==> config.mk <==
export PLATFORM = sky130hd
export DESIGN_NAME = two_list_lru_page_replacer_flat
export DESIGN_NICKNAME = d
export VERILOG_FILES = /design/src/rtl/tlru_pkg.sv /design/src/rtl/tlru_if.sv /design/src/rtl/two_list_lru_page_replacer.sv /design/src/rtl/tlru_list.sv /design/src/rtl/tlru_ctrl.sv /design/src/flat_wrapper.sv
export SDC_FILE = /design/constraint.sdc
export NUM_CORES = 1
export LEC_CHECK = 0
export ABC_AREA = 1
export BUFFER_PORTS_ARGS = -buffer_cell sky130_fd_sc_hd__buf_2
export CORE_MARGIN = 4
export CORE_UTILIZATION = 54
export CTS_CLUSTER_DIAMETER = 40
export DETAILED_ROUTE_END_ITERATION = 10
export PLACE_DENSITY_LB_ADDON = 0.15
export SYNTH_ARGS = -nofsm -noshare
export SYNTH_HDL_FRONTEND = slang
export SYNTH_SLANG_ARGS = --single-unit
==> constraint.sdc <==
create_clock -name clk -period 9.8 [get_ports clk]
set_input_delay 2.45 -clock clk [delete_from_list [all_inputs] [get_ports clk]]
set_output_delay 2.45 -clock clk [all_outputs]
set_load 0.03 [all_outputs]
==> src/rtl/tlru_pkg.sv <==
// ----------------------------------------------------------------------------
// tlru_pkg
// Shared types and constants for the two-list LRU page replacer.
// ----------------------------------------------------------------------------
package tlru_pkg;

  localparam int FRAME_W        = 4;   // frame number width on the ports
  localparam int OP_W           = 2;
  localparam int NUM_FRAMES_DEF = 16;

  // request opcodes
  localparam logic [OP_W-1:0] OP_ADD   = 2'd0;
  localparam logic [OP_W-1:0] OP_TOUCH = 2'd1;
  localparam logic [OP_W-1:0] OP_EVICT = 2'd2;

  // per-list command: push frame at head, take frame out, pop tail
  typedef struct packed {
    logic push;
    logic take;
    logic pop;
  } list_cmd_t;

  typedef struct packed {
    logic               empty;
    logic [FRAME_W-1:0] tail;
  } list_stat_t;

  typedef struct packed {
    logic [FRAME_W-1:0] victim_frame;
    logic               victim_found;
    logic               now_active;
    logic               now_referenced;
    logic               bad_request;
  } result_t;

endpackage

==> src/rtl/tlru_if.sv <==
// ----------------------------------------------------------------------------
// tlru_in_if / tlru_out_if
// Valid/ready channels for request and result beats.
// ----------------------------------------------------------------------------
interface tlru_in_if;
  logic                       valid;
  logic                       ready;
  logic [tlru_pkg::OP_W-1:0]  opcode;
  logic [tlru_pkg::FRAME_W-1:0] frame;

  modport source (output valid, output opcode, output frame, input ready);
  modport sink   (input valid, input opcode, input frame, output ready);
endinterface

interface tlru_out_if;
  logic                         valid;
  logic                         ready;
  logic [tlru_pkg::FRAME_W-1:0] victim_frame;
  logic                         victim_found;
  logic                         now_active;
  logic                         now_referenced;
  logic                         bad_request;

  modport source (output valid, output victim_frame, output victim_found,
                  output now_active, output now_referenced, output bad_request,
                  input ready);
  modport sink   (input valid, input victim_frame, input victim_found,
                  input now_active, input now_referenced, input bad_request,
                  output ready);
endinterface

==> src/rtl/two_list_lru_page_replacer.sv <==
// ----------------------------------------------------------------------------
// two_list_lru_page_replacer
// Active/inactive two-list LRU replacement over NUM_FRAMES frames.
// ----------------------------------------------------------------------------
//  channel | dir | beat contents
//  --------+-----+-----------------------------------------------------------
//  in_ch   | in  | opcode (add/touch/evict), frame
//  out_ch  | out | victim_frame, victim_found, now_active, now_referenced,
//          |     | bad_request (one result beat per request beat)
//
//  One request per cycle sustained while out_ch does not stall; a request
//  passes the request register, then the result register. All list and
//  mark work for a request is one pass of parallel compares over the order
//  cells. rst_n is synchronous, active low: marks and list counts clear,
//  order cells are left as they are. A stalled out_ch holds the result
//  register and, once the request register is full, drops in_ch.ready.
// ----------------------------------------------------------------------------
module two_list_lru_page_replacer #(
  parameter int NUM_FRAMES = tlru_pkg::NUM_FRAMES_DEF
) (
  input  logic         clk,
  input  logic         rst_n,
  tlru_in_if.sink      in_ch,
  tlru_out_if.source   out_ch
);

  localparam int CNT_W = $clog2(NUM_FRAMES+1);

  // request register
  logic                         item_v_r, item_v_nxt;
  logic [tlru_pkg::OP_W-1:0]    item_op_r;
  logic [tlru_pkg::FRAME_W-1:0] item_frame_r;

  // result register
  logic                         out_v_r, out_v_nxt;
  tlru_pkg::result_t            res_r;

  logic                 in_fire, advance;
  tlru_pkg::list_cmd_t  act_cmd, inact_cmd;
  tlru_pkg::list_stat_t act_stat, inact_stat;
  tlru_pkg::result_t    result;
  logic [CNT_W-1:0]     act_count, inact_count;

  // request moves on when the result slot is free or draining this cycle
  assign advance      = item_v_r && (!out_v_r || out_ch.ready);
  assign in_ch.ready  = !item_v_r || advance;
  assign in_fire      = in_ch.valid && in_ch.ready;

  always_comb begin
    item_v_nxt = item_v_r;
    if (in_fire)      item_v_nxt = 1'b1;
    else if (advance) item_v_nxt = 1'b0;
  end

  always_comb begin
    out_v_nxt = out_v_r;
    if (advance)           out_v_nxt = 1'b1;
    else if (out_ch.ready) out_v_nxt = 1'b0;
  end

  always_ff @(posedge clk) begin
    if (!rst_n) begin
      item_v_r <= 1'b0;
      out_v_r  <= 1'b0;
    end else begin
      item_v_r <= item_v_nxt;
      out_v_r  <= out_v_nxt;
    end
  end

  always_ff @(posedge clk) begin
    if (in_fire) begin
      item_op_r    <= in_ch.opcode;
      item_frame_r <= in_ch.frame;
    end
    if (advance) begin
      res_r <= result;
    end
  end

  tlru_ctrl #(.NUM_FRAMES(NUM_FRAMES)) u_ctrl (
    .clk        (clk),
    .rst_n      (rst_n),
    .fire       (advance),
    .opcode     (item_op_r),
    .frame      (item_frame_r),
    .act_stat   (act_stat),
    .inact_stat (inact_stat),
    .act_cmd    (act_cmd),
    .inact_cmd  (inact_cmd),
    .result     (result)
  );

  // active list: promoted and refreshed frames
  tlru_list #(.NUM_FRAMES(NUM_FRAMES)) u_act_list (
    .clk   (clk),
    .rst_n (rst_n),
    .cmd   (act_cmd),
    .frame (item_frame_r),
    .stat  (act_stat),
    .count (act_count)
  );

  // inactive list: newly added frames; victims come from its tail while it is not empty
  tlru_list #(.NUM_FRAMES(NUM_FRAMES)) u_inact_list (
    .clk   (clk),
    .rst_n (rst_n),
    .cmd   (inact_cmd),
    .frame (item_frame_r),
    .stat  (inact_stat),
    .count (inact_count)
  );

  assign out_ch.valid          = out_v_r;
  assign out_ch.victim_frame   = res_r.victim_frame;
  assign out_ch.victim_found   = res_r.victim_found;
  assign out_ch.now_active     = res_r.now_active;
  assign out_ch.now_referenced = res_r.now_referenced;
  assign out_ch.bad_request    = res_r.bad_request;

  // ---- checks ----
  logic [CNT_W:0] total;
  assign total = {1'b0, act_count} + {1'b0, inact_count};

  // resident frames never outnumber the frames
  a_total_bound: assert property (@(posedge clk) disable iff (!rst_n)
    total <= (CNT_W+1)'(NUM_FRAMES))
    else $error("list counts exceed frame count");

  // a successful evict removes exactly one resident frame
  a_evict_shrinks: assert property (@(posedge clk) disable iff (!rst_n)
    (advance && result.victim_found) |=> (total == $past(total) - (CNT_W+1)'(1)))
    else $error("evict did not shrink the lists by one");

  // a good add grows the lists by exactly one
  a_add_grows: assert property (@(posedge clk) disable iff (!rst_n)
    (advance && (item_op_r == tlru_pkg::OP_ADD) && !result.bad_request)
      |=> (total == $past(total) + (CNT_W+1)'(1)))
    else $error("add did not grow the lists by one");

  // evict never finds a victim with both lists empty
  a_no_ghost_victim: assert property (@(posedge clk) disable iff (!rst_n)
    (act_stat.empty && inact_stat.empty) |-> !result.victim_found)
    else $error("victim reported from empty lists");

endmodule

==> src/rtl/tlru_list.sv <==
// ----------------------------------------------------------------------------
// tlru_list
// Ordered list of frame numbers in shift cells, head at cell 0.
// ----------------------------------------------------------------------------
module tlru_list #(
  parameter int NUM_FRAMES = tlru_pkg::NUM_FRAMES_DEF
) (
  input  logic                         clk,
  input  logic                         rst_n,
  input  tlru_pkg::list_cmd_t          cmd,
  input  logic [tlru_pkg::FRAME_W-1:0] frame,
  output tlru_pkg::list_stat_t         stat,
  output logic [$clog2(NUM_FRAMES+1)-1:0] count
);

  localparam int CNT_W = $clog2(NUM_FRAMES+1);
  localparam int FW    = tlru_pkg::FRAME_W;

  logic [FW-1:0]         cells_r   [NUM_FRAMES];
  logic [FW-1:0]         cells_nxt [NUM_FRAMES];
  logic [CNT_W-1:0]      count_r, count_nxt;
  logic [NUM_FRAMES-1:0] match;
  logic [NUM_FRAMES-1:0] seen;     // match at or before this cell
  logic [CNT_W-1:0]      tail_idx;
  logic [FW-1:0]         tail;

  // locate the frame
  always_comb begin
    logic acc;
    acc = 1'b0;
    for (int i = 0; i < NUM_FRAMES; i++) begin
      match[i] = (CNT_W'(i) < count_r) && (cells_r[i] == frame);
      acc      = acc | match[i];
      seen[i]  = acc;
    end
  end

  always_comb begin
    tail_idx = count_r - CNT_W'(1);
    tail     = '0;
    for (int i = 0; i < NUM_FRAMES; i++) begin
      tail = tail | (cells_r[i] & {FW{CNT_W'(i) == tail_idx}});
    end
  end

  always_comb begin
    for (int i = 0; i < NUM_FRAMES; i++) begin
      cells_nxt[i] = cells_r[i];
    end
    count_nxt = count_r;
    if (cmd.push && cmd.take) begin
      // move to front: cells up to the match shift down one
      cells_nxt[0] = frame;
      for (int i = 1; i < NUM_FRAMES; i++) begin
        if (!seen[i-1]) cells_nxt[i] = cells_r[i-1];
      end
    end else if (cmd.push) begin
      cells_nxt[0] = frame;
      for (int i = 1; i < NUM_FRAMES; i++) begin
        cells_nxt[i] = cells_r[i-1];
      end
      count_nxt = count_r + CNT_W'(1);
    end else if (cmd.take) begin
      for (int i = 0; i < NUM_FRAMES - 1; i++) begin
        if (seen[i]) cells_nxt[i] = cells_r[i+1];
      end
      if (|match) count_nxt = count_r - CNT_W'(1);
    end else if (cmd.pop) begin
      count_nxt = count_r - CNT_W'(1);
    end
  end

  always_ff @(posedge clk) begin
    for (int i = 0; i < NUM_FRAMES; i++) begin
      cells_r[i] <= cells_nxt[i];
    end
  end

  always_ff @(posedge clk) begin
    if (!rst_n) begin
      count_r <= '0;
    end else begin
      count_r <= count_nxt;
    end
  end

  assign stat.empty = (count_r == '0);
  assign stat.tail  = tail;
  assign count      = count_r;

endmodule

==> src/rtl/tlru_ctrl.sv <==
// ----------------------------------------------------------------------------
// tlru_ctrl
// Per-frame marks and request decode; drives both list commands.
// ----------------------------------------------------------------------------
module tlru_ctrl #(
  parameter int NUM_FRAMES = tlru_pkg::NUM_FRAMES_DEF
) (
  input  logic                         clk,
  input  logic                         rst_n,
  input  logic                         fire,
  input  logic [tlru_pkg::OP_W-1:0]    opcode,
  input  logic [tlru_pkg::FRAME_W-1:0] frame,
  input  tlru_pkg::list_stat_t         act_stat,
  input  tlru_pkg::list_stat_t         inact_stat,
  output tlru_pkg::list_cmd_t          act_cmd,
  output tlru_pkg::list_cmd_t          inact_cmd,
  output tlru_pkg::result_t            result
);

  localparam int CNT_W = $clog2(NUM_FRAMES+1);
  localparam int CMP_W = (CNT_W > tlru_pkg::FRAME_W) ? CNT_W : tlru_pkg::FRAME_W;

  logic [NUM_FRAMES-1:0] res_r, res_nxt;
  logic [NUM_FRAMES-1:0] act_r, act_nxt;
  logic [NUM_FRAMES-1:0] ref_r, ref_nxt;
  logic [NUM_FRAMES-1:0] sel, vsel;
  logic                  ok, res_hit, act_hit, ref_hit;
  logic [tlru_pkg::FRAME_W-1:0] victim;
  tlru_pkg::list_cmd_t   act_c, inact_c;

  assign ok     = CMP_W'(frame) < CMP_W'(NUM_FRAMES);
  assign victim = inact_stat.empty ? act_stat.tail : inact_stat.tail;

  always_comb begin
    for (int i = 0; i < NUM_FRAMES; i++) begin
      sel[i]  = ok && (CMP_W'(frame) == CMP_W'(i));
      vsel[i] = (CMP_W'(victim) == CMP_W'(i));
    end
  end

  assign res_hit = |(res_r & sel);
  assign act_hit = |(act_r & sel);
  assign ref_hit = |(ref_r & sel);

  always_comb begin
    res_nxt = res_r;
    act_nxt = act_r;
    ref_nxt = ref_r;
    act_c   = '0;
    inact_c = '0;
    result  = '0;
    case (opcode)
      tlru_pkg::OP_ADD: begin
        if (!ok) begin
          result.bad_request = 1'b1;
        end else if (res_hit) begin
          result.bad_request    = 1'b1;
          result.now_active     = act_hit;
          result.now_referenced = ref_hit;
        end else begin
          res_nxt      = res_r | sel;
          act_nxt      = act_r & ~sel;
          ref_nxt      = ref_r & ~sel;
          inact_c.push = 1'b1;
        end
      end
      tlru_pkg::OP_TOUCH: begin
        if (!ok || !res_hit) begin
          result.bad_request = 1'b1;
        end else if (act_hit) begin
          // refresh within the active list
          act_c.push            = 1'b1;
          act_c.take            = 1'b1;
          result.now_active     = 1'b1;
          result.now_referenced = ref_hit;
        end else if (ref_hit) begin
          // second reference: promote
          inact_c.take      = 1'b1;
          act_c.push        = 1'b1;
          act_nxt           = act_r | sel;
          ref_nxt           = ref_r & ~sel;
          result.now_active = 1'b1;
        end else begin
          ref_nxt               = ref_r | sel;
          result.now_referenced = 1'b1;
        end
      end
      tlru_pkg::OP_EVICT: begin
        // with no inactive frames the active tail is demoted and
        // taken at once, so it leaves straight from the active list
        if (!inact_stat.empty || !act_stat.empty) begin
          if (!inact_stat.empty) inact_c.pop = 1'b1;
          else                   act_c.pop   = 1'b1;
          res_nxt             = res_r & ~vsel;
          act_nxt             = act_r & ~vsel;
          ref_nxt             = ref_r & ~vsel;
          result.victim_frame = victim;
          result.victim_found = 1'b1;
        end
      end
      default: ;
    endcase
  end

  assign act_cmd   = fire ? act_c   : '0;
  assign inact_cmd = fire ? inact_c : '0;

  always_ff @(posedge clk) begin
    if (!rst_n) begin
      res_r <= '0;
      act_r <= '0;
      ref_r <= '0;
    end else if (fire) begin
      res_r <= res_nxt;
      act_r <= act_nxt;
      ref_r <= ref_nxt;
    end
  end

endmodule

==> src/flat_wrapper.sv <==
// flat-port wrapper written by rule: the top's interface ports become plain ports
module two_list_lru_page_replacer_flat 
#(
  parameter int NUM_FRAMES = tlru_pkg::NUM_FRAMES_DEF
)
  (clk, rst_n, in_ch_valid, in_ch_opcode, in_ch_frame, in_ch_ready, out_ch_valid, out_ch_victim_frame, out_ch_victim_found, out_ch_now_active, out_ch_now_referenced, out_ch_bad_request, out_ch_ready);
  tlru_in_if in_ch_i ();
  tlru_out_if out_ch_i ();
  input  logic clk;
  input  logic rst_n;
  input wire logic [$bits(in_ch_i.valid)-1:0] in_ch_valid;
  input wire logic [$bits(in_ch_i.opcode)-1:0] in_ch_opcode;
  input wire logic [$bits(in_ch_i.frame)-1:0] in_ch_frame;
  output wire logic [$bits(in_ch_i.ready)-1:0] in_ch_ready;
  output wire logic [$bits(out_ch_i.valid)-1:0] out_ch_valid;
  output wire logic [$bits(out_ch_i.victim_frame)-1:0] out_ch_victim_frame;
  output wire logic [$bits(out_ch_i.victim_found)-1:0] out_ch_victim_found;
  output wire logic [$bits(out_ch_i.now_active)-1:0] out_ch_now_active;
  output wire logic [$bits(out_ch_i.now_referenced)-1:0] out_ch_now_referenced;
  output wire logic [$bits(out_ch_i.bad_request)-1:0] out_ch_bad_request;
  input wire logic [$bits(out_ch_i.ready)-1:0] out_ch_ready;
  assign in_ch_i.valid = in_ch_valid;
  assign in_ch_i.opcode = in_ch_opcode;
  assign in_ch_i.frame = in_ch_frame;
  assign in_ch_ready = in_ch_i.ready;
  assign out_ch_valid = out_ch_i.valid;
  assign out_ch_victim_frame = out_ch_i.victim_frame;
  assign out_ch_victim_found = out_ch_i.victim_found;
  assign out_ch_now_active = out_ch_i.now_active;
  assign out_ch_now_referenced = out_ch_i.now_referenced;
  assign out_ch_bad_request = out_ch_i.bad_request;
  assign out_ch_i.ready = out_ch_ready;
  two_list_lru_page_replacer #(.NUM_FRAMES(NUM_FRAMES)) u_core (.clk(clk), .rst_n(rst_n), .in_ch(in_ch_i), .out_ch(out_ch_i));
endmodule
Yosys cells after proc, flatten, opt, wreduce, memory -nomap -nowiden
Memory sizes are Yosys's and may differ from the RTL's.
Index checks and enable logic that the tools add are counted.
{"block": "word_totals", "register_bits": 74, "latch_bits": 0, "ram_bits": 128, "rom_bits": 0, "out_inout_bits": 10, "n_memories": 2}
{"block": "op_classes", "add_sub_neg": 4, "multipliers": 0, "div": 0, "magnitude_cmp": 32, "n_eq_ne": 101, "shifts": 0, "muxes": 90, "bitwise_logic": 105, "n_reduce_logical": 67}
{"memory": "u_core.u_act_list.cells_r", "depth": 16, "width": 4, "read_ports": 16, "rd_ports_with_merged_regs": 0, "write_ports": 16, "line_no": "tlru_list.sv:19", "text": "logic [FW-1:0] cells_r [NUM_FRAMES];"}
{"memory": "u_core.u_inact_list.cells_r", "depth": 16, "width": 4, "read_ports": 16, "rd_ports_with_merged_regs": 0, "write_ports": 16, "line_no": "tlru_list.sv:19"}
{"cell": "two-way mux 60 bit", "n": 4}
{"cell": "two-way mux 16 bit", "n": 12}
{"cell": "two-way mux 4 bit", "n": 33}
{"cell": "AND 16 bit", "n": 8}
{"cell": "AND 4 bit", "n": 32}
{"cell": "== test 4 bit", "n": 32}
{"cell": "two-way mux 64 bit", "n": 2}
{"cell": "bitwise OR 4 bit", "n": 30}
{"cell": "case mux 16 bit (3 select lines)", "n": 2}
{"cell": "== test 4 x 5 -> 1 bit, first input constant", "n": 16}
{"cell": "< comparator 4 x 5 -> 1 bit, first input constant", "n": 16}
{"cell": "OR reduction 16 bit", "n": 5}
{"cell": "== test 4 bit, second input constant", "n": 16}
{"cell": "bitwise OR 16 bit", "n": 3}
{"cell": "== test 3 x 5 -> 1 bit, first input constant", "n": 8}
{"cell": "< comparator 3 x 5 -> 1 bit, first input constant", "n": 8}
{"cell": "two-way mux 5 bit", "n": 8}
{"cell": "logical AND 1 bit", "n": 36}
{"cell": "== test 4 x 3 -> 1 bit, second input constant", "n": 8}
{"cell": "NOT 16 bit", "n": 2}
{"cell": "case mux 16 bit (2 select lines)", "n": 1}
{"cell": "bitwise OR 1 bit", "n": 28}
{"cell": "== test 2 x 5 -> 1 bit, first input constant", "n": 4}
{"cell": "zero test 5 bit", "n": 4}
{"cell": "other kinds (27)", "n": 81}

Depth between registers and ports, before layout
Gate-level depths: netlist (run 1).
{"block": "logic_depth", "word_depth": 24, "depth_mapped": 20, "ltp_nobuf": 20}

Cells and area by module
Synthesis (run 1) repeated with hierarchy kept, for this count alone.
{"block": "hier_totals", "hier_cells": 2502, "hier_area_um2": 16472.0}
{"module": "tlru_list at u_core.u_act_list", "instances": 1, "cells_per_inst": 916, "area_per_inst_um2": 6010.8, "seq_area_each_um2": 2021.9}
{"module": "tlru_list at u_core.u_inact_list", "instances": 1, "cells_per_inst": 872, "area_per_inst_um2": 5945.7, "seq_area_each_um2": 2021.9}
{"module": "tlru_ctrl", "instances": 1, "cells_per_inst": 687, "area_per_inst_um2": 4000.1, "seq_area_each_um2": 960.9}
{"module": "two_list_lru_page_replacer", "instances": 1, "cells_per_inst": 27, "area_per_inst_um2": 515.5, "seq_area_each_um2": 460.4}

Worst setup path after synthesis (run 1)
OpenSTA, ideal clock, no wires.
{"block": "synth_path", "path_kind": "input -> output", "start": "in out_ch_ready", "end": "out in_ch_ready", "arrival_time_ns": 2.772, "required_ns": 7.350, "setup_slack_ns": 4.578, "cell_stages": 2, "path_buffers": 0, "cell_sequence": "inv_1 -> nand3_1"}
{"block": "synth_via", "elab_chain_len": 3}
{"element": "start, declared", "line_no": "flat_wrapper.sv:21", "text": "input wire logic [$bits(out_ch_i.ready)-1:0] out_ch_ready;"}
{"element": "logical OR 1 bit", "line_no": "two_list_lru_page_replacer.sv:45", "text": "assign advance = item_v_r && (!out_v_r || out_ch.ready);"}
{"element": "logical AND 1 bit", "line_no": "two_list_lru_page_replacer.sv:45"}
{"element": "logical OR 1 bit", "line_no": "two_list_lru_page_replacer.sv:46", "text": "assign in_ch.ready = !item_v_r || advance;"}
{"element": "end, declared", "line_no": "flat_wrapper.sv:14", "text": "output wire logic [$bits(in_ch_i.ready)-1:0] in_ch_ready;"}
Every way passes these cells.

Worst setup path in the final report (run 1)
Ends and elaborated chain as after synthesis.

==> impl_metrics.csv, run 1 <==
group,metric,value,unit
placed_design,io_buffers,19,
critical_path,critical_path.max_fanout,3,
drt,drt-initial-drc-count,1862,
placed_design,gp_congestion,0.981,
layout,num_antenna_cells,0,
clock_tree,clock-sinks,202,
critical_path,startpoint,"out_ch_ready",
clock_tree,htree_num_levels,2,
clock_tree,cts_inserted_buffers,39,
drt,routed_wirelength,49900,um
critical_path,r2r_start,"u_core.item_frame_r[1]",
flow_run,max_cap_viol_count,0,
layout,drive_gt1_frac,0.0646,
clock_tree,cts_resized,0,
layout,final_cell_count_no_fill,2606,
floorplanning,start_util,0.546,
clock_tree,path_clk_slew,50,ps
floorplanning,core_region_area,27700,um^2
synthesis,postSynthCellCount,2220,
drt,ant_nets,0,
clock_tree,cts_tree,"built",
clock_tree,root_buffer,"clkbuf_16",
global_routing,grt_usage,0.318,
layout,register_area,5470,um^2
layout,final_util,0.604,
sta,fmax,186,MHz
critical_path,critPathKind,"in -> out",
layout,layout.nets,2226,
power_and_ir_drop,powerDensity,160,nW/um^2
global_routing,met1_usage,0.434,
sta,post-route-period-util,0.547,
critical_path,startpoint_type,"input port",
sta,setup-tns-final,0,ps
drt,num_vias,15800,
hold_path,hp-start,"u_core.u_ctrl.act_r[8]",
synthesis,netlist_area,15100,um^2
synthesis,synth.ff_latch_count,202,
layout,synthToLayoutAreaGrowth,10.6,%
floorplanning,rows,61,
synthesis,ys_seq_area_frac,0.361,
global_routing,antenna_found_initial,0,
floorplanning,dieWidth,175,um
global_routing,grt_start_max_net_pins,73,
power_and_ir_drop,finalPower,2.67,mW
drt,routedWlPerCell,19.2,um
sta,report.final.slew_viol_count,0,
floorplanning,die_y,175,um
global_routing,grt_use_met3,0.0465,
hold_path,hp-class,"reg -> reg",
critical_path,critPathRequiredTime,7350,ps
power_and_ir_drop,ir_worst_vdd,177,uV
critical_path,end_kind,"primary output",
clock_tree,postCtsHoldBufs,0,
clock_tree,clk_latency,520,ps
synthesis,synth.avg_cell_area,6.81,um^2
global_routing,gr-max-usage-layer,"met2",
critical_path,worst_ep_arrival_time,2910,ps
clock_tree,clockBufferDepth,3,
sta,period_needed,5360,ps
critical_path,reg2reg_slack,4930,ps
synthesis,ys_types,52,
global_routing,gr-usage-met2,0.513,
sta,rsz0062_at_grt,"no",
synthesis,synth_async_sr_flop_share,0,
sta,final_hold_viol_count,0,
layout,nFillCells,2558,
global_routing,grt_remaining_overflow,0,
sta,slew_headroom,0.184,
placed_design,placed_cells,2535,
outcome,status,"complete, no violations",
global_routing,grt_pass1_wl,79800,um
placed_design,hpwlAfterDp,33700,um
synthesis,synth-warning-count,0,
synthesis,synth_nets,2248,
floorplanning,dieArea,30800,um^2
layout,multi_input_area,8430,um^2
floorplanning,io_pins,20,
sta,tightest_slew,1220,ps
synthesis,synth_edf_count,142,
global_routing,grt_pass1_vias,15100,
power_and_ir_drop,cellLeakagePower,6.98,nW
synthesis,ys.flop_type,"edfxtp_1",
drt,drt_pass1_iterations,6,
clock_tree,postCtsSetupBuffers,0,
sta,setup_violations,0,
drt,drc_errors,0,
drt,drt-vias-per-instance,6.07,
sta,clock_skew,21.8,ps
==> area by class of cell <==
cell class / count / area share
clock buffers: 46 / 0.0637
clock inverters: 25 / 0.0180
inverters: 210 / 0.0475
multi-input cells: 1712 / 0.504
flip-flops and latches: 202 / 0.327
well taps: 378 / 0.0283
repair buffers: 33 / 0.0120
==> per-layer routing <==
metal / vias to the layer above / part of all wire
met5: - / 0
met4: 0 / 0.035
met3: 136 / 0.090
met2: 813 / 0.45
met1: 7417 / 0.42
li1: 7446 / -
==> synthesized netlist by cell type, types with 3 or more instances <==
cell type | count | area share
nand3b_1 | 7 | 0.0035
a31oi_1 | 9 | 0.0037
edfxtp_1 | 142 | 0.28
o2111ai_1 | 4 | 0.0023
o21bai_1 | 6 | 0.0030
nand3_2 | 3 | 0.0020
nor2_2 | 6 | 0.0025
buf_4 | 12 | 0.0060
nand3_1 | 132 | 0.044
buf_2 | 26 | 0.0086
xnor2_1 | 37 | 0.021
or2_2 | 3 | 0.0012
a211oi_1 | 10 | 0.0050
buf_1 | 6 | 0.0015
o22ai_1 | 43 | 0.018
dfxtp_1 | 60 | 0.079
o21ai_1 | 12 | 0.0040
nand2_4 | 5 | 0.0037
o21ai_0 | 266 | 0.088
a221oi_1 | 7 | 0.0041
nor2_4 | 6 | 0.0045
o21a_1 | 4 | 0.0020
nand4_1 | 27 | 0.011
clkinv_1 | 3 | 0.00074
a21oi_1 | 96 | 0.032
inv_1 | 195 | 0.048
and3_1 | 3 | 0.0012
nor2_1 | 236 | 0.059
nand2_1 | 631 | 0.16
clkbuf_1 | 51 | 0.013
nor3_1 | 28 | 0.0093
o211ai_1 | 45 | 0.022
nor4_1 | 4 | 0.0017
inv_2 | 10 | 0.0025
xor2_1 | 40 | 0.023
ha_1 | 18 | 0.015
nand2_2 | 6 | 0.0025
==> metrics by stage <==
step                hold slack, ps  setup slack [ps]  cell area (um^2)
floorplan                      439              4580             15100
global placement               449              4450             15400
detailed placement             459              4450             15400
CTS                            465              4440             16700
global route                   478              4410             16700
finish                         464              4440             16700
==> critical path, cell delays in order <==
cell and delay, ps:
buf_2 100, inv_1 60, nand3_1 100, buf_2 200
==> flip-flops by register name, summed over array words and instances, names as in the netlist, 2 cells and up <==
| signal | count |
|---|---|
| u_core.item_frame_r | 4 |
| u_core.item_op_r | 2 |
| u_core.out_ch.victim_frame | 4 |
| u_core.u_act_list.cells_r | 64 |
| u_core.u_act_list.count | 5 |
| u_core.u_ctrl.act_r | 16 |
| u_core.u_ctrl.ref_r | 16 |
| u_core.u_ctrl.res_r | 16 |
| u_core.u_inact_list.cells_r | 64 |
| u_core.u_inact_list.count | 5 |
==> cell families after synthesis <==
group	count (synthesis)	share of synthesized area
AND/OR/NAND/NOR	1108	0.309
AO/OA/AOI/OAI	509	0.188
buffers and inverters	306	0.0820
flip-flops	202	0.361
XOR/XNOR	77	0.0446
adder cells (fa/ha/maj)	18	0.0149
==> layout by cell type, fill, tap and decap left out, types with 6 or more instances in the layout <==
master and count:
xor2_1 40, inv_2 10, nand3_1 132, ha_1 18, clkinv_1 8, a211oi_1 10, nand2_2 8, nor2_1 236
buf_4 14, o22ai_1 43, o21bai_1 6, edfxtp_1 142, nand4_1 27, clkinv_2 7, clkbuf_16 41, nor3_1 28
nor2_4 6, buf_2 19, inv_1 195, dfxtp_1 60, xnor2_1 37, nor2_2 6, o211ai_1 45, o21ai_1 12
bufinv_16 6, nand3b_1 7, nand2_1 629, a21oi_1 96, a31oi_1 9, a221oi_1 7, o21ai_0 266
==> power by group <==
part / switching [mW] / internal (mW)
registers: 0.0199 / 0.934
clock network: 0.467 / 0.936
logic: 0.229 / 0.0823
==> final timing paths <==
path	depth (start not counted)	to
worst max-delay path	4	in_ch_ready
worst min-delay path	2	u_core.u_ctrl.act_r[8]
worst max register to register	19	u_core.u_act_list.cells_r[1][14]
worst min register to register	2	u_core.u_ctrl.act_r[8]
Note: power is estimated with default switching activity, not from simulation.
==> run 2, diff against run 1 <==
Clock period 9.8 ns to 4.51 ns, I/O delays scaled along.
==> run 2 against run 1 <==
Net effect: core utilization up 0.80 points; total power is 120% higher; setup slack got worse by 4100 ps; critical path depth grew 14; critical path type is now reg -> reg; largest cell class unchanged.
==> impl_metrics.csv, run 2 (synthesis gave the netlist of run 1 again) <==
group,metric,value,unit
critical_path,critPathKind,"reg -> reg",
global_routing,grt_pass1_vias,14900,
floorplanning,dieWidth,175,um
flow_run,max_cap_viol_count,0,
layout,synthToLayoutAreaGrowth,12.0,%
drt,drt-initial-drc-count,1722,
floorplanning,start_util,0.546,
global_routing,antenna_found_initial,0,
sta,rsz0062_at_grt,"no",
critical_path,path_common_cell,"nand2_1",
clock_tree,cts_resized,0,
power_and_ir_drop,cellLeakagePower,7.10,nW
sta,slew_headroom,0.151,
sta,whs,460,ps
global_routing,grt_remaining_overflow,0,
sta,fmax,242,MHz
layout,layout.nets,2246,
layout,layout_commonest_cell,"nand2_1",
drt,drc_errors,0,
layout,num_antenna_cells,0,
placed_design,place_worst_setup_slack,487,ps
clock_tree,clk_latency,560,ps
clock_tree,cts_tree,"built",
clock_tree,clock-sinks,202,
floorplanning,rows,61,
clock_tree,postCtsSetupBuffers,0,
drt,drt_pass1_iterations,6,
layout,nFillCells,2649,
layout,register_area,5470,um^2
sta,fin_ws,376,ps
layout,final_util,0.612,
placed_design,gp_congestion,1.00,
floorplanning,core_region_area,27700,um^2
hold_path,hp-class,"reg -> reg",
layout,drive_gt1_frac,0.0760,
clock_tree,root_buffer,"clkbuf_16",
sta,post-route-period-util,0.917,
sta,period_needed,4130,ps
sta,final_hold_viol_count,0,
drt,num_vias,15900,
clock_tree,clockBufferDepth,3,
critical_path,end_kind,"register",
placed_design,post_dp_cell_area,15500,um^2
global_routing,grt_usage,0.332,
layout,layout_common_cells,"nand2_1, o21ai_0, nor2_1",
critical_path,max_stage_delay,500,ps
critical_path,crit_chain,"clkinv_1 > ha_1 > nand3_1 > nand3_1 > nor2_1 > nand2_1 > nand2_1 > nor2_1 > nand3_1 > inv_1 > nand2_1 > nand2_1 > nor2_2 > nand3_1 > nand2_1 > nand2_1 > nand2_1 > a21oi_1",
placed_design,io_buffers,19,
layout,design_area,16900,um^2
sta,tightest_slew,1270,ps
critical_path,crit_path_top_delay_cell,"dfxtp_1",
sta,clock_skew,23.9,ps
critical_path,startpoint_type,"register",
floorplanning,dieArea,30800,um^2
sta,report.final.slew_viol_count,0,
layout,top_regs,"u_core.u_act_list.cells_r x64, u_core.u_inact_list.cells_r x64",
power_and_ir_drop,powerDensity,347,nW/um^2
critical_path,reg2reg_slack,380,ps
sta,setup_violations,0,
clock_tree,cts_inserted_buffers,40,
critical_path,worst_ep_arrival_time,4530,ps
floorplanning,io_pins,20,
clock_tree,path_clk_slew,50,ps
drt,drt-vias-per-instance,6.06,
layout,final_cell_count_no_fill,2628,
layout,multi_input_area,8430,um^2
drt,routed_wirelength,52400,um
critical_path,critical_path.max_fanout,10,
sta,setup-tns-final,0,ps
clock_tree,htree_num_levels,2,
drt,routedWlPerCell,19.9,um
power_and_ir_drop,finalPower,5.88,mW
floorplanning,die_y,175,um
global_routing,grt_pass1_wl,82200,um
power_and_ir_drop,ir_worst_vdd,410,uV
drt,ant_nets,0,
placed_design,hpwlAfterDp,37500,um
clock_tree,postCtsHoldBufs,0,
placed_design,placed_cells,2554,
outcome,status,"complete, no violations",
critical_path,critPathRequiredTime,4910,ps
global_routing,grt_start_max_net_pins,70,
[run 2: cell count changes in the layout (fill, tap and decap cells not counted), moves of 2 or more]
cell / delta
clkinv_16: +2
buf_4: +16
clkinv_1: -4
bufinv_16: -2
buf_12: +3
inv_8: +2
inv_6: +5
[run 2: routing by layer]
metal / track usage / routed length [um] / part of all wire / vias up
li1: - / - / - / 7479
met1: 0.444 / 21300 / 0.41 / 7364
met2: 0.532 / 23600 / 0.45 / 905
met3: 0.0631 / 5190 / 0.099 / 172
met4: 0.140 / 2240 / 0.043 / 0
met5: 0 / 0 / 0 / -
[run 2: path summary, 6_finish.rpt]
path / cells after the start / endpoint / from
worst max-delay path: 18 / u_core.u_ctrl.act_r[14] / u_core.u_inact_list.count[0]
worst min-delay path: 2 / u_core.u_ctrl.act_r[14] / u_core.u_ctrl.act_r[14]
worst max register to register: 18 / u_core.u_ctrl.act_r[14] / u_core.u_inact_list.count[0]
worst min register to register: 2 / u_core.u_ctrl.act_r[14] / u_core.u_ctrl.act_r[14]
[run 2: power breakdown]
part | total, mW | internal [mW] | switching (mW)
clock network | 3.10 | 1.93 | 1.17
registers | 2.08 | 2.03 | 0.0466
logic | 0.703 | 0.193 | 0.510
[run 2: layout make-up]
type / count / share of cell area
inverter: 210 / 0.0469
tap: 378 / 0.0279
multi-input combinational: 1712 / 0.497
timing repair buffer: 52 / 0.0224
clock inverter: 31 / 0.0227
clock buffer: 43 / 0.0603
sequential: 202 / 0.322
[run 2: worst max-delay path, delay by kind of cell, from the launching register on]
| family | cells | cell delay (ps) |
|---|---|---|
| adder cells (fa/ha/maj) | 1 | 400 |
| AND/OR/NAND/NOR | 14 | 2580 |
| buffers and inverters | 2 | 430 |
| flip-flops | 1 | 500 |
| AO/OA/AOI/OAI | 1 | 50 |
==> run 3, diff against run 2 <==
Settings changed: CORE_UTILIZATION 54 to 59.
==> run 3 against run 2 <==
Net effect: design area shrank 1.9%; core utilization increased by 4.9 points; sequential share of layout area up 0.61 points; largest cell class unchanged.
==> impl_metrics.csv, run 3 (synthesis gave the netlist of run 1 again) <==
group,metric,value,unit
placed_design,gp_congestion,1.02,
critical_path,critPathTopFamily,"simple AND/OR/NAND/NOR gates",
power_and_ir_drop,p_sw_frac,0.281,
sta,fmax,242,MHz
sta,period_needed,4130,ps
critical_path,critPathKind,"reg -> reg",
layout,synthToLayoutAreaGrowth,9.94,%
global_routing,grt_start_max_net_pins,73,
flow_run,max_cap_viol_count,0,
floorplanning,core_region_area,25200,um^2
sta,tightest_slew,1400,ps
sta,setup_violations,0,
sta,whs,460,ps
global_routing,grt_remaining_overflow,0,
floorplanning,dieArea,28300,um^2
drt,routedWlPerCell,19.9,um
drt,num_vias,16000,
critical_path,critical_path.max_fanout,12,
sta,final_hold_viol_count,0,
critical_path,path_common_cell,"nand2_1",
floorplanning,die_y,168,um
sta,post-route-period-util,0.916,
hold_path,hp-class,"reg -> reg",
clock_tree,postCtsSetupBuffers,0,
clock_tree,root_buffer,"clkbuf_16",
drt,routed_wirelength,51200,um
drt,drt-initial-drc-count,2280,
placed_design,place_worst_setup_slack,475,ps
power_and_ir_drop,cellLeakagePower,6.95,nW
power_and_ir_drop,pwr-share-comb,0.127,
outcome,status,"complete, no violations",
layout,layout_commonest_cell,"nand2_1",
global_routing,antenna_found_initial,0,
clock_tree,clockBufferDepth,3,
sta,clock_skew,13.2,ps
clock_tree,path_clk_slew,50,ps
clock_tree,clk_latency,520,ps
global_routing,grt_pass1_wl,80500,um
global_routing,grt_usage,0.351,
clock_tree,cts_inserted_buffers,37,
layout,layout.nets,2237,
critical_path,end_kind,"register",
power_and_ir_drop,ir_worst_vdd,367,uV
clock_tree,htree_num_levels,2,
sta,report.final.slew_viol_count,0,
power_and_ir_drop,p_seq_frac,0.377,
drt,drt-vias-per-instance,6.24,
critical_path,crit_path_top_delay_cell,"nor2_1",
sta,setup-tns-final,0,ps
placed_design,io_buffers,19,
power_and_ir_drop,clkPwrFrac,0.496,
layout,layout_common_cells,"nand2_1, o21ai_0, nor2_1",
drt,drc_errors,0,
floorplanning,rows,58,
floorplanning,dieWidth,168,um
clock_tree,clock-sinks,202,
placed_design,placed_cells,2500,
drt,ant_nets,0,
global_routing,grt_pass1_vias,14900,
critical_path,critPathRequiredTime,4870,ps
sta,slew_headroom,0.0613,
layout,drive_gt1_frac,0.0680,
critical_path,max_stage_delay,650,ps
sta,fin_ws,380,ps
power_and_ir_drop,p_switching,1.55,mW
layout,num_antenna_cells,0,
sta,rsz0062_at_grt,"no",
clock_tree,postCtsHoldBufs,0,
critical_path,worst_ep_arrival_time,4490,ps
layout,nFillCells,2269,
clock_tree,cts_tree,"built",
drt,drt_pass1_iterations,6,
power_and_ir_drop,p_int,3.96,mW
critical_path,path_buf_inv,2,
layout,top_regs,"u_core.u_act_list.cells_r x64, u_core.u_inact_list.cells_r x64",
floorplanning,start_util,0.601,
layout,final_cell_count_no_fill,2565,
layout,final_util,0.660,
placed_design,hpwlAfterDp,36100,um
critical_path,startpoint_type,"register",
power_and_ir_drop,powerDensity,331,nW/um^2
clock_tree,cts_resized,0,
floorplanning,io_pins,20,
critical_path,crit_chain,"inv_1 > ha_1 > nand3_1 > nand3_1 > nor2_1 > nand2_1 > nand2_1 > nor3_1 > inv_1 > nor2_1 > nor2_1 > nor2_1 > nand3_1 > nand2_1 > nand2_1 > nand2_1 > a21oi_1",
## run 3: changes by cell type in the layout (fill, tap and decap cells not counted), moves of 2 or more
cell,before,now
buf_4,30,24
clkinv_4,6,2
clkinvlp_4,1,5
clkbuf_16,40,37
inv_8,3,0
clkbuf_1,2,4
clkinv_1,4,6
clkinv_16,2,0
inv_6,8,6
## run 3: tightest hold or removal path: stages (launching register included)
cell,delay [ps]
dfxtp_1,300
nand2_1,60
a21oi_1,50
## run 3: final cells by class
| type | instances | area [um^2] | area share |
|---|---|---|---|
| Clock inverter | 24 | 255 | 0.0153 |
| Inverter | 210 | 795 | 0.0478 |
| Sequential cell | 202 | 5470 | 0.329 |
| Clock buffer | 41 | 941 | 0.0566 |
| Multi-Input combinational cell | 1712 | 8430 | 0.507 |
| Timing Repair Buffer | 46 | 335 | 0.0202 |
| Tap cell | 330 | 413 | 0.0248 |
## run 3: power by group through the flow
stage / registers, mW / logic, mW / clock network, mW
after global placement: 2.11 / 0.661 / 0
after CTS: 2.07 / 0.677 / 2.75
after floorplan: 2.10 / 0.473 / 0
after detailed placement: 2.11 / 0.674 / 0
after global routing: 2.08 / 0.759 / 2.85
final: 2.07 / 0.699 / 2.73
## run 3: metal layers
metal / global-route usage / vias up / routed length [um]
li1: - / 7459 / -
met1: 0.479 / 7424 / 20900
met2: 0.558 / 958 / 23200
met3: 0.0554 / 171 / 4800
met4: 0.151 / 0 / 2310
met5: 0 / - / 0
## run 3: final timing paths
| kind | from | to | slack (ps) | cells after the start |
|---|---|---|---|---|
| worst max-delay path | u_core.u_inact_list.count[1] | u_core.u_ctrl.act_r[8] | 380 | 17 |
| worst min-delay path | u_core.u_ctrl.act_r[1] | u_core.u_ctrl.act_r[1] | 460 | 2 |
| worst max register to register | u_core.u_inact_list.count[1] | u_core.u_ctrl.act_r[8] | 380 | 17 |
| worst min register to register | u_core.u_ctrl.act_r[1] | u_core.u_ctrl.act_r[1] | 460 | 2 |
## run 3: stage by stage
step | cell area [um^2] | power [mW]
detailed placement | 15400 | 2.78
floorplan | 15100 | 2.57
global route | 16600 | 5.69
CTS | 16600 | 5.50
global placement | 15400 | 2.77
finish | 16600 | 5.50
